<file path="src/rtl/core/cfb_pkg.sv">
// Checksummed frame builder package: port payload structs, the queued command
// struct and frame layout constants. No dependencies.

package cfb_pkg;

  // Frame layout
  localparam int MAX_FRAME_BYTES_DEF = 128;
  localparam int FIXED_OVERHEAD      = 12;
  localparam int HDR_BYTES           = 4;
  localparam int LEN_BYTES           = 2;
  localparam int ID_BYTES            = 4;
  localparam int QUEUE_DEPTH         = 4;

  localparam logic [7:0] HDR_TEXT [HDR_BYTES] = '{8'h48, 8'h43, 8'h5A, 8'h4E};

  // Byte position within one frame, as the back end walks it
  localparam logic [3:0] IDX_HDR0   = 4'd0;
  localparam logic [3:0] IDX_HDR1   = 4'd1;
  localparam logic [3:0] IDX_HDR2   = 4'd2;
  localparam logic [3:0] IDX_HDR3   = 4'd3;
  localparam logic [3:0] IDX_LEN_LO = 4'd4;
  localparam logic [3:0] IDX_LEN_HI = 4'd5;
  localparam logic [3:0] IDX_ID0    = 4'd6;
  localparam logic [3:0] IDX_ID1    = 4'd7;
  localparam logic [3:0] IDX_ID2    = 4'd8;
  localparam logic [3:0] IDX_ID3    = 4'd9;
  localparam logic [3:0] IDX_DATA   = 4'd10;
  localparam logic [3:0] IDX_SUM_LO = 4'd11;
  localparam logic [3:0] IDX_SUM_HI = 4'd12;

  typedef struct packed {
    logic [31:0] frame_id;
    logic [6:0]  payload_len;
    logic [7:0]  data_byte;
  } in_item_t;

  typedef struct packed {
    logic [7:0] out_byte;
    logic       run_end;
    logic       frame_end;
  } out_item_t;

  // One classified input item, front end to back end
  typedef struct packed {
    logic        is_start;   // frame start: header, length and ID go first
    logic [31:0] frame_id;
    logic [6:0]  len;        // saturated payload length (start items only)
    logic [7:0]  data_byte;
    logic        last;       // checksum follows this item
  } cmd_t;

endpackage

</file>
<file path="src/rtl/core/cfb_front.sv">
// Front end: accepts input transfers, tracks frame position and turns each
// item into a command for the queue. Depends on cfb_pkg.

module cfb_front #(
  parameter int MAX_FRAME_BYTES = cfb_pkg::MAX_FRAME_BYTES_DEF
) (
  input  logic             clk,
  input  logic             rst_n,
  input  logic             in_valid,
  output logic             in_stall,
  input  cfb_pkg::in_item_t in_item,
  input  logic             q_full,
  output logic             q_push,
  output cfb_pkg::cmd_t    q_cmd
);

  localparam int Bound = MAX_FRAME_BYTES - cfb_pkg::FIXED_OVERHEAD;
  localparam logic [6:0] BoundLen = (Bound > 127) ? 7'd127 : 7'(Bound);

  logic       in_frame_r, in_frame_nxt;
  logic [6:0] bytes_left_r, bytes_left_nxt;
  logic [6:0] sat_len;
  logic [6:0] left_dec;

  assign in_stall = q_full;
  assign q_push   = in_valid && !q_full;

  // Classify the item and work out what is left of the frame
  always_comb begin
    sat_len        = (in_item.payload_len > BoundLen) ? BoundLen : in_item.payload_len;
    left_dec       = (bytes_left_r == 7'd0) ? 7'd0 : bytes_left_r - 7'd1;
    in_frame_nxt   = in_frame_r;
    bytes_left_nxt = bytes_left_r;
    q_cmd.frame_id  = in_item.frame_id;
    q_cmd.data_byte = in_item.data_byte;
    q_cmd.is_start  = !in_frame_r;
    q_cmd.len       = sat_len;
    q_cmd.last      = 1'b0;
    if (!in_frame_r) begin
      q_cmd.last = (sat_len <= 7'd1);
      if (sat_len > 7'd1) begin
        in_frame_nxt   = 1'b1;
        bytes_left_nxt = sat_len - 7'd1;
      end else begin
        bytes_left_nxt = 7'd0;
      end
    end else begin
      q_cmd.last     = (left_dec == 7'd0);
      bytes_left_nxt = left_dec;
      in_frame_nxt   = (left_dec != 7'd0);
    end
  end

  always_ff @(posedge clk) begin
    if (!rst_n) begin
      in_frame_r   <= 1'b0;
      bytes_left_r <= 7'd0;
    end else if (q_push) begin
      in_frame_r   <= in_frame_nxt;
      bytes_left_r <= bytes_left_nxt;
    end
  end

  // Outside a frame nothing can be owed
  a_idle_no_left: assert property (@(posedge clk) disable iff (!rst_n)
    !in_frame_r |-> bytes_left_r == 7'd0)
    else $error("bytes_left nonzero outside a frame");

endmodule

</file>
<file path="src/rtl/core/cfb_fifo.sv">
// Short command queue between front and back ends. Depends on cfb_pkg.

module cfb_fifo (
  input  logic          clk,
  input  logic          rst_n,
  input  logic          push,
  input  cfb_pkg::cmd_t push_cmd,
  output logic          full,
  input  logic          pop,
  output logic          head_valid,
  output cfb_pkg::cmd_t head_cmd
);

  localparam int Depth = cfb_pkg::QUEUE_DEPTH;
  localparam int PtrW  = $clog2(Depth);
  localparam int CntW  = $clog2(Depth + 1);

  cfb_pkg::cmd_t mem_r [Depth];
  logic [PtrW-1:0] wr_ptr_r, rd_ptr_r;
  logic [CntW-1:0] count_r, count_nxt;

  assign full       = (count_r == CntW'(Depth));
  assign head_valid = (count_r != '0);
  assign head_cmd   = mem_r[rd_ptr_r];

  always_comb begin
    count_nxt = count_r;
    if (push && !pop) count_nxt = count_r + 1'b1;
    else if (!push && pop) count_nxt = count_r - 1'b1;
  end

  // Storage
  always_ff @(posedge clk) begin
    if (push) mem_r[wr_ptr_r] <= push_cmd;
  end

  // Pointers and fill count
  always_ff @(posedge clk) begin
    if (!rst_n) begin
      wr_ptr_r <= '0;
      rd_ptr_r <= '0;
      count_r  <= '0;
    end else begin
      if (push) wr_ptr_r <= (wr_ptr_r == PtrW'(Depth - 1)) ? '0 : wr_ptr_r + 1'b1;
      if (pop)  rd_ptr_r <= (rd_ptr_r == PtrW'(Depth - 1)) ? '0 : rd_ptr_r + 1'b1;
      count_r <= count_nxt;
    end
  end

  a_no_overflow: assert property (@(posedge clk) disable iff (!rst_n)
    count_r <= CntW'(Depth))
    else $error("command queue overflow");

  a_no_pop_empty: assert property (@(posedge clk) disable iff (!rst_n)
    pop |-> head_valid)
    else $error("pop from empty command queue");

endmodule

</file>
<file path="src/rtl/core/cfb_back.sv">
// Back end: walks the queued command byte by byte, keeps the running sum and
// drives the registered output channel. Depends on cfb_pkg.

module cfb_back (
  input  logic              clk,
  input  logic              rst_n,
  input  logic              head_valid,
  input  cfb_pkg::cmd_t     head_cmd,
  output logic              pop,
  output logic              out_valid,
  input  logic              out_stall,
  output cfb_pkg::out_item_t out_item
);

  logic [3:0]  step_r, step_nxt;
  logic [15:0] sum_r, sum_nxt;
  logic        out_valid_r, out_valid_nxt;
  cfb_pkg::out_item_t out_item_r;

  logic [3:0]  idx;
  logic [15:0] flen;
  logic [7:0]  cur_byte;
  logic        final_byte;
  logic        load;

  assign out_valid = out_valid_r;
  assign out_item  = out_item_r;
  assign load      = head_valid && (!out_valid_r || !out_stall);
  assign pop       = load && final_byte;

  // Byte position within the frame for the head command
  always_comb begin
    flen = {9'd0, head_cmd.len} + 16'(cfb_pkg::FIXED_OVERHEAD);
    if (!head_cmd.is_start)
      idx = step_r + cfb_pkg::IDX_DATA;
    else if (head_cmd.len == 7'd0 && step_r >= cfb_pkg::IDX_DATA)
      idx = step_r + 4'd1;
    else
      idx = step_r;
    final_byte = head_cmd.last ? (idx == cfb_pkg::IDX_SUM_HI) : (idx == cfb_pkg::IDX_DATA);
  end

  // Byte select
  always_comb begin
    unique case (idx)
      cfb_pkg::IDX_HDR0:   cur_byte = cfb_pkg::HDR_TEXT[0];
      cfb_pkg::IDX_HDR1:   cur_byte = cfb_pkg::HDR_TEXT[1];
      cfb_pkg::IDX_HDR2:   cur_byte = cfb_pkg::HDR_TEXT[2];
      cfb_pkg::IDX_HDR3:   cur_byte = cfb_pkg::HDR_TEXT[3];
      cfb_pkg::IDX_LEN_LO: cur_byte = flen[7:0];
      cfb_pkg::IDX_LEN_HI: cur_byte = flen[15:8];
      cfb_pkg::IDX_ID0:    cur_byte = head_cmd.frame_id[7:0];
      cfb_pkg::IDX_ID1:    cur_byte = head_cmd.frame_id[15:8];
      cfb_pkg::IDX_ID2:    cur_byte = head_cmd.frame_id[23:16];
      cfb_pkg::IDX_ID3:    cur_byte = head_cmd.frame_id[31:24];
      cfb_pkg::IDX_DATA:   cur_byte = head_cmd.data_byte;
      cfb_pkg::IDX_SUM_LO: cur_byte = sum_r[7:0];
      cfb_pkg::IDX_SUM_HI: cur_byte = sum_r[15:8];
      default:             cur_byte = 8'd0;
    endcase
  end

  // Next step, running sum and output register
  always_comb begin
    step_nxt      = step_r;
    sum_nxt       = sum_r;
    out_valid_nxt = out_stall ? out_valid_r : 1'b0;
    if (load) begin
      out_valid_nxt = 1'b1;
      step_nxt      = final_byte ? 4'd0 : step_r + 4'd1;
      if (idx == cfb_pkg::IDX_SUM_HI)
        sum_nxt = 16'd0;
      else if (idx <= cfb_pkg::IDX_DATA)
        sum_nxt = ((idx == cfb_pkg::IDX_HDR0) ? 16'd0 : sum_r) + {8'd0, cur_byte};
    end
  end

  always_ff @(posedge clk) begin
    if (!rst_n) begin
      step_r      <= 4'd0;
      sum_r       <= 16'd0;
      out_valid_r <= 1'b0;
    end else begin
      step_r      <= step_nxt;
      sum_r       <= sum_nxt;
      out_valid_r <= out_valid_nxt;
    end
  end

  // Output payload
  always_ff @(posedge clk) begin
    if (load) begin
      out_item_r.out_byte  <= cur_byte;
      out_item_r.run_end   <= final_byte;
      out_item_r.frame_end <= (idx == cfb_pkg::IDX_SUM_HI);
    end
  end

  a_fend_is_run_end: assert property (@(posedge clk) disable iff (!rst_n)
    out_valid_r && out_item_r.frame_end |-> out_item_r.run_end)
    else $error("frame end not on last byte of an item");

  a_step_restarts: assert property (@(posedge clk) disable iff (!rst_n)
    pop |=> step_r == 4'd0)
    else $error("step not rewound after command completes");

  a_idx_range: assert property (@(posedge clk) disable iff (!rst_n)
    head_valid |-> idx <= cfb_pkg::IDX_SUM_HI)
    else $error("frame byte position out of range");

endmodule

</file>
<file path="src/rtl/core/checksummed_frame_builder.sv">
// Checksummed frame builder top level: front end, command queue, back end.
// Depends on cfb_pkg, cfb_front, cfb_fifo and cfb_back.
//
//   channel | ports                          | direction | moves
//   input   | in_valid, in_stall, in_item    | in        | one packet item per transfer
//   output  | out_valid, out_stall, out_item | out       | one frame byte per transfer
//
// The output emits one byte per cycle when not stalled and a command is queued;
// a payload item yields its data byte, a start item the header, length, ID and
// data byte (no data byte if the payload is empty), the last item also the two
// checksum bytes. The back end's single output register sets that rate. A 4-entry
// command queue lets input transfers continue while header bytes drain. Reset is
// synchronous, active low; no clearing pass. in_stall rises only on a full queue.

module checksummed_frame_builder #(
  parameter int MAX_FRAME_BYTES = cfb_pkg::MAX_FRAME_BYTES_DEF
) (
  input  logic               clk,
  input  logic               rst_n,
  input  logic               in_valid,
  output logic               in_stall,
  input  cfb_pkg::in_item_t  in_item,
  output logic               out_valid,
  input  logic               out_stall,
  output cfb_pkg::out_item_t out_item
);

  logic          q_push, q_full, q_pop, q_head_valid;
  cfb_pkg::cmd_t q_cmd, q_head;

  cfb_front #(
    .MAX_FRAME_BYTES(MAX_FRAME_BYTES)
  ) u_front (
    .clk      (clk),
    .rst_n    (rst_n),
    .in_valid (in_valid),
    .in_stall (in_stall),
    .in_item  (in_item),
    .q_full   (q_full),
    .q_push   (q_push),
    .q_cmd    (q_cmd)
  );

  cfb_fifo u_fifo (
    .clk        (clk),
    .rst_n      (rst_n),
    .push       (q_push),
    .push_cmd   (q_cmd),
    .full       (q_full),
    .pop        (q_pop),
    .head_valid (q_head_valid),
    .head_cmd   (q_head)
  );

  cfb_back u_back (
    .clk        (clk),
    .rst_n      (rst_n),
    .head_valid (q_head_valid),
    .head_cmd   (q_head),
    .pop        (q_pop),
    .out_valid  (out_valid),
    .out_stall  (out_stall),
    .out_item   (out_item)
  );

endmodule
</file>
<file path="config.mk">
export PLATFORM = sky130hd
export DESIGN_NAME = checksummed_frame_builder
export DESIGN_NICKNAME = d
export VERILOG_FILES = /design/src/rtl/core/cfb_pkg.sv /design/src/rtl/core/cfb_front.sv /design/src/rtl/core/cfb_fifo.sv /design/src/rtl/core/cfb_back.sv /design/src/rtl/core/checksummed_frame_builder.sv
export SDC_FILE = /design/constraint.sdc
export NUM_CORES = 1
export LEC_CHECK = 0
export ABC_AREA = 1
export ABC_CLOCK_PERIOD_IN_PS = 4100
export BUFFER_PORTS_ARGS = -buffer_cell sky130_fd_sc_hd__buf_2
export CAP_MARGIN = 30
export CORE_ASPECT_RATIO = 0.6
export CORE_MARGIN = 4
export CORE_UTILIZATION = 45
export CTS_CLUSTER_DIAMETER = 80
export DETAILED_ROUTE_END_ITERATION = 7
export SLEW_MARGIN = 20
export SYNTH_ARGS = -nofsm -noshare
export SYNTH_HDL_FRONTEND = slang
export SYNTH_SLANG_ARGS = --single-unit
</file>
<file path="constraint.sdc">
create_clock -name clk -period 4.1 [get_ports clk]
set_input_delay 0.82 -clock clk [delete_from_list [all_inputs] [get_ports clk]]
set_output_delay 0.82 -clock clk [all_outputs]
set_load 0.01 [all_outputs]
</file>
After elaboration in Yosys (flattened, before gate mapping)

Memories as Yosys holds them, arrays and structs flattened. A register that Yosys moved wholly into a read port is not among the register bits.
Index checks and enable logic that the tools add are counted.

Bits in registers: 46
Bits in latches: 0
Memory bits (writable): 196
Bits in read-only memories: 0
Bits of input ports: 51
Memories kept: 1

Memories:

| name         | depth | width | rd ports | clocked after memory_dff | wr ports | line           | text |
|---|---|---|---|---|---|---|---|
| u_fifo.mem_r | 4     | 49    | 1        | 1                        | 1        | cfb_fifo.sv:18 | `cfb_pkg::cmd_t mem_r [Depth];` |

$add $sub $neg: 10
Multiply operators: 0
Div/mod/pow operators: 0
Magnitude comparators: 5
Equality and inequality tests: 16
Shifts and indexed selects: 0
Muxes and demuxes: 25
Bitwise gates (word level): 0
Reductions and logical operators: 22

Operator list:

| operator              | count |
|---|---|
| $pmux W8 S13          | 1 |
| $mux W16              | 3 |
| $mux W7               | 4 |
| $logic_not A7 Y1      | 3 |
| $eq A4 B4 Y1 const B  | 5 |
| $add A16 B8 Y16       | 1 |
| $eq A4 B3 Y1 const B  | 4 |
| $sub A7 B1 Y7 const B | 2 |
| $mux W4               | 3 |
| $add A7 B4 Y8 const B | 1 |
| $eq A4 B2 Y1 const B  | 2 |
| $mux W1               | 8 |
| $mux W2               | 4 |
| $gt A7 B1 Y1 const B  | 1 |
| $gt A7 B7 Y1 const B  | 1 |
| $le A7 B1 Y1 const B  | 1 |
| $reduce_bool A7 Y1    | 1 |
| $logic_and A1 B1 Y1   | 6 |
| $logic_not A1 Y1      | 6 |
| $mux W3               | 2 |
| $add A2 B1 Y2 const B | 2 |
| $add A4 B1 Y4 const B | 1 |
| $add A4 B4 Y4 const B | 1 |
| $eq A2 B2 Y1 const B  | 2 |
| 12 further kinds      | 13 |

Longest topological paths before layout

Word-level depth: 10
Depth in mapped cells: 36
Depth with buffers taken out: 34

Hierarchy

Synthesis repeated with hierarchy kept, for this count alone.

Cell total of the unflattened synthesis: 1,090
Area total of the unflattened synthesis: 11,473.5 sq um

By module, submodules not included:

| module    | times used | cells an instance | area each (sq um) | sequential area each (sq um) |
|---|---|---|---|---|
| cfb_fifo  | 1          | 534               | 7,719.9           | 6,065.8 |
| cfb_back  | 1          | 386               | 2,641.3           | 720.7 |
| cfb_front | 1          | 170               | 1,112.3           | 160.2 |

Least setup slack after synthesis

Ideal clock, no wire load.

Kind: register to register
From: register with a tool-made name
To: register u_back.sum_r[14]
Setup time: 0.069 ns
Arrival time: 4.256 ns
Required time: 4.031 ns
Setup slack: -0.225 ns
Stages on the path, launching flop included: 33
Buffers on the path: 2
Clock period less this slack: 4.325 ns
Path through: dfxtp_1 > buf_4 > inv_4 > clkbuf_1 > a32o_1 > ha_1 > nand2_1 > a21oi_1 > nand2_2 > nor2_8 > nand2_4 > nand2_1 > nand3_2 > nand2_4 > inv_2 > nor2_1 > nand2_1 > inv_1 > nand3_1 > nand2_1 > a31oi_1 > nand3_1 > ha_1 > fa_1 > nand3_1 > and2_1 > o41ai_1 > nand4_1 > nor2_2 > nand3_1 > nand2_1 > nand2_1 > a21oi_2

RTL lines:

| item                 | line           | text |
|---|---|---|
| end signal, assigned | cfb_back.sv:85 | `sum_r <= sum_nxt;` |
| end, declared        | cfb_back.sv:16 | `logic [15:0] sum_r, sum_nxt;` |

==> out/metrics.yaml <==
root_buffer: "clkbuf_16"
power_density_nw_per_um2: 723
end_kind: "flop"
ys_warn_count: 0
finClkSkew_ps: 16.5
arrival_ps: 4690
met2_usage_pct: 30.0
syn_to_final_growth_pct: 27.3
slew-limit-headroom_pct: 45.2
drtPass1Iterations: 5
vias: 8338
initial_core_util_pct: 46.0
clkLatencyLatePin_ps: 530
ys_types: 52
die_width_um: 211
gr-total-overflow: 0
wl_per_cell_um: 19.0
synth_top_area_share_pct: 55.4
yosys_register_bits: 244
synth_edf_count: 206
whs_ps: 477
status: "complete, but fails checks"
synth_common_cells: "206 x edfxtp_1, 184 x nand2_1, 100 x nor2_1, 81 x a21oi_1, 79 x inv_1"
grt_max_degree: 64
grt_pass1_vias: 7780
htree_levels: 1
syn-num-nets: 1114
final.period_utilization_pct: 105
drt-total-wl_um: 29500
slowest_delay_ps: 410
startpoint_type: "flop"
fp-row-count: 44
ant_nets: 0
async_reset_ff_share_pct: 0
fin_ws_ps: -206
synth_seq_area_share_pct: 62.2
synth_cells: 1039
min_path_type: "reg2reg"
synth_top_area_cell: "edfxtp_1"
rsz0062_at_grt: "yes"
core_area_sq_um: 24300
grt_usage_pct: 21.0
antenna_cells: 0
crit_path_top_delay_cell: "dfxtp_4"
drc_errors: 0
ys.flop_type: "edfxtp_1"
finalHoldViolCount: 0
ios: 63
max_cap_violations: 0
finalPower_mw: 10.3
slew_violations: 0
cts_buffers: 23
cts_tree: "yes"
gp_congestion: 0.918
fin_setup_tns_ps: -1100
synth.area.top_cells: "edfxtp_1 55%, dfxtp_1 6.8%, nand2_1 6.2%"
drt_iter0_markers: 634
peakVddDrop_mv: 0.396
p_leak_nw: 5.59
vias_per_cell: 5.36
nets: 1291
antenna_found_initial: 0
use_met3_pct: 3.05
grt_first_pass_wirelength_um: 44900
tightest_slew_ps: 822
violations: "negative setup slack"
drive_gt1_share_pct: 33.3
finalSetupViolations: 10
crit_fanout: 7
clkTransAtPathRegs_ps: 60
cts_hold_buf: 0
period_minus_slack_ps: 4310
design.die.area_sq_um: 27500
pre_cts_ws_ps: -601
max_freq_ghz: 0.232
netlist_area_sq_um: 11200
path_class: "reg2reg"
cts.path.max_buffers: 3
cts_num_sinks: 244
die_y_um: 130
syn_area_per_cell_sq_um: 10.8
worstPathRequired_ps: 4480
numPortBuffers: 62
yosys.cell_count.top_type: "edfxtp_1"
dp_hpwl_um: 19000
met1_usage_pct: 33.9
grt.busiest_layer: "met1"
report_power, final:
part	internal (mW)	switching, mW	total, mW
combinational	2.13	2.92	5.05
sequential	3.12	0.132	3.25
clock	1.05	0.926	1.97
total	6.30	3.98	10.3
area by class of cell:
class	count	area, sq um
flip-flops and latches	244	6950
inverters	89	370
multi-input cells	664	4420
clock buffers	29	598
clock inverters	13	78.8
well taps	322	403
fillers	1936	10100
repair buffers	194	1400
what timing repair did:
action	in CTS	in global routing
gates resized for setup	98	69
gates cloned	0	0
setup endpoints to repair	12	13
pin swaps	37	38
setup buffers	31	12
state kept, by name (all words and copies together) (netlist names), named ones only:
signal and flops:
u_fifo.mem_r 196, u_front.bytes_left_r 7, u_back.out_valid 1, u_front.in_frame_r 1, u_back.out_item 10, u_fifo.rd_ptr_r 2
u_back.sum_r 16, u_fifo.wr_ptr_r 2, u_back.step_r 4, u_fifo.count_r 3
critical path, delay by kind of cell (launching register included):
| kind | cells | cell delay, ps |
|---|---|---|
| DFF | 1 | 410 |
| adders and majority gates | 2 | 470 |
| AOI/OAI and AO/OA | 7 | 970 |
| buffers and inverters | 5 | 420 |
| and+or+nand+nor | 19 | 1890 |
cell families after synthesis:
logic type / Yosys count / synth area share, %
simple gates: 405 / 17.2
flops: 244 / 62.2
compound gates: 222 / 11.9
buf+inv: 131 / 4.92
fa+ha+maj: 24 / 2.82
xor+xnor: 13 / 1.02
stage by stage:
step	area, sq um	util, %	std cells
after detailed placement	12500	51.5	1472
final	14200	58.6	1555
after global placement	12500	51.4	1471
after global routing	14200	58.6	1555
after CTS	13800	57.0	1545
after floorplan	11200	-	1039
final timing paths:
kind	slack, ps	from	cells after the start	endpoint
max	-210	flop	33	u_back.sum_r[15]
min	480	u_back.sum_r[3]	2	u_back.sum_r[3]
max reg2reg	-210	flop	33	u_back.sum_r[15]
min reg2reg	480	u_back.sum_r[3]	2	u_back.sum_r[3]
metal layers:
layer / share of wire [%] / wire length, um
met3: 7.2 / 2130
met2: 42 / 12400
met1: 49 / 14400
met5: 0 / 0
met4: 1.9 / 570
cell usage in the layout (no fill, tap or decap), types with 4 or more instances in the layout:
cell / count
a211oi_2: 6
a21oi_1: 68
buf_2: 62
nor3_1: 10
ha_1: 13
clkbuf_1: 6
clkinv_2: 9
a21oi_2: 21
nand3_1: 31
clkbuf_16: 23
inv_2: 5
nor2_4: 10
o22ai_1: 8
xor2_1: 10
nor3_2: 4
inv_4: 10
buf_6: 11
nor2_1: 93
o21ai_2: 4
buf_4: 116
nand4_1: 5
nand2_1: 165
nand2_2: 25
o21ai_1: 9
ha_4: 8
nand3_2: 24
nor2_8: 4
inv_1: 71
nand3_4: 5
nand2_4: 16
dfxtp_1: 36
edfxtp_1: 206
o21ai_0: 61
o21ai_4: 4
a211oi_1: 7
No activity file was read; power rests on OpenSTA's default activity.
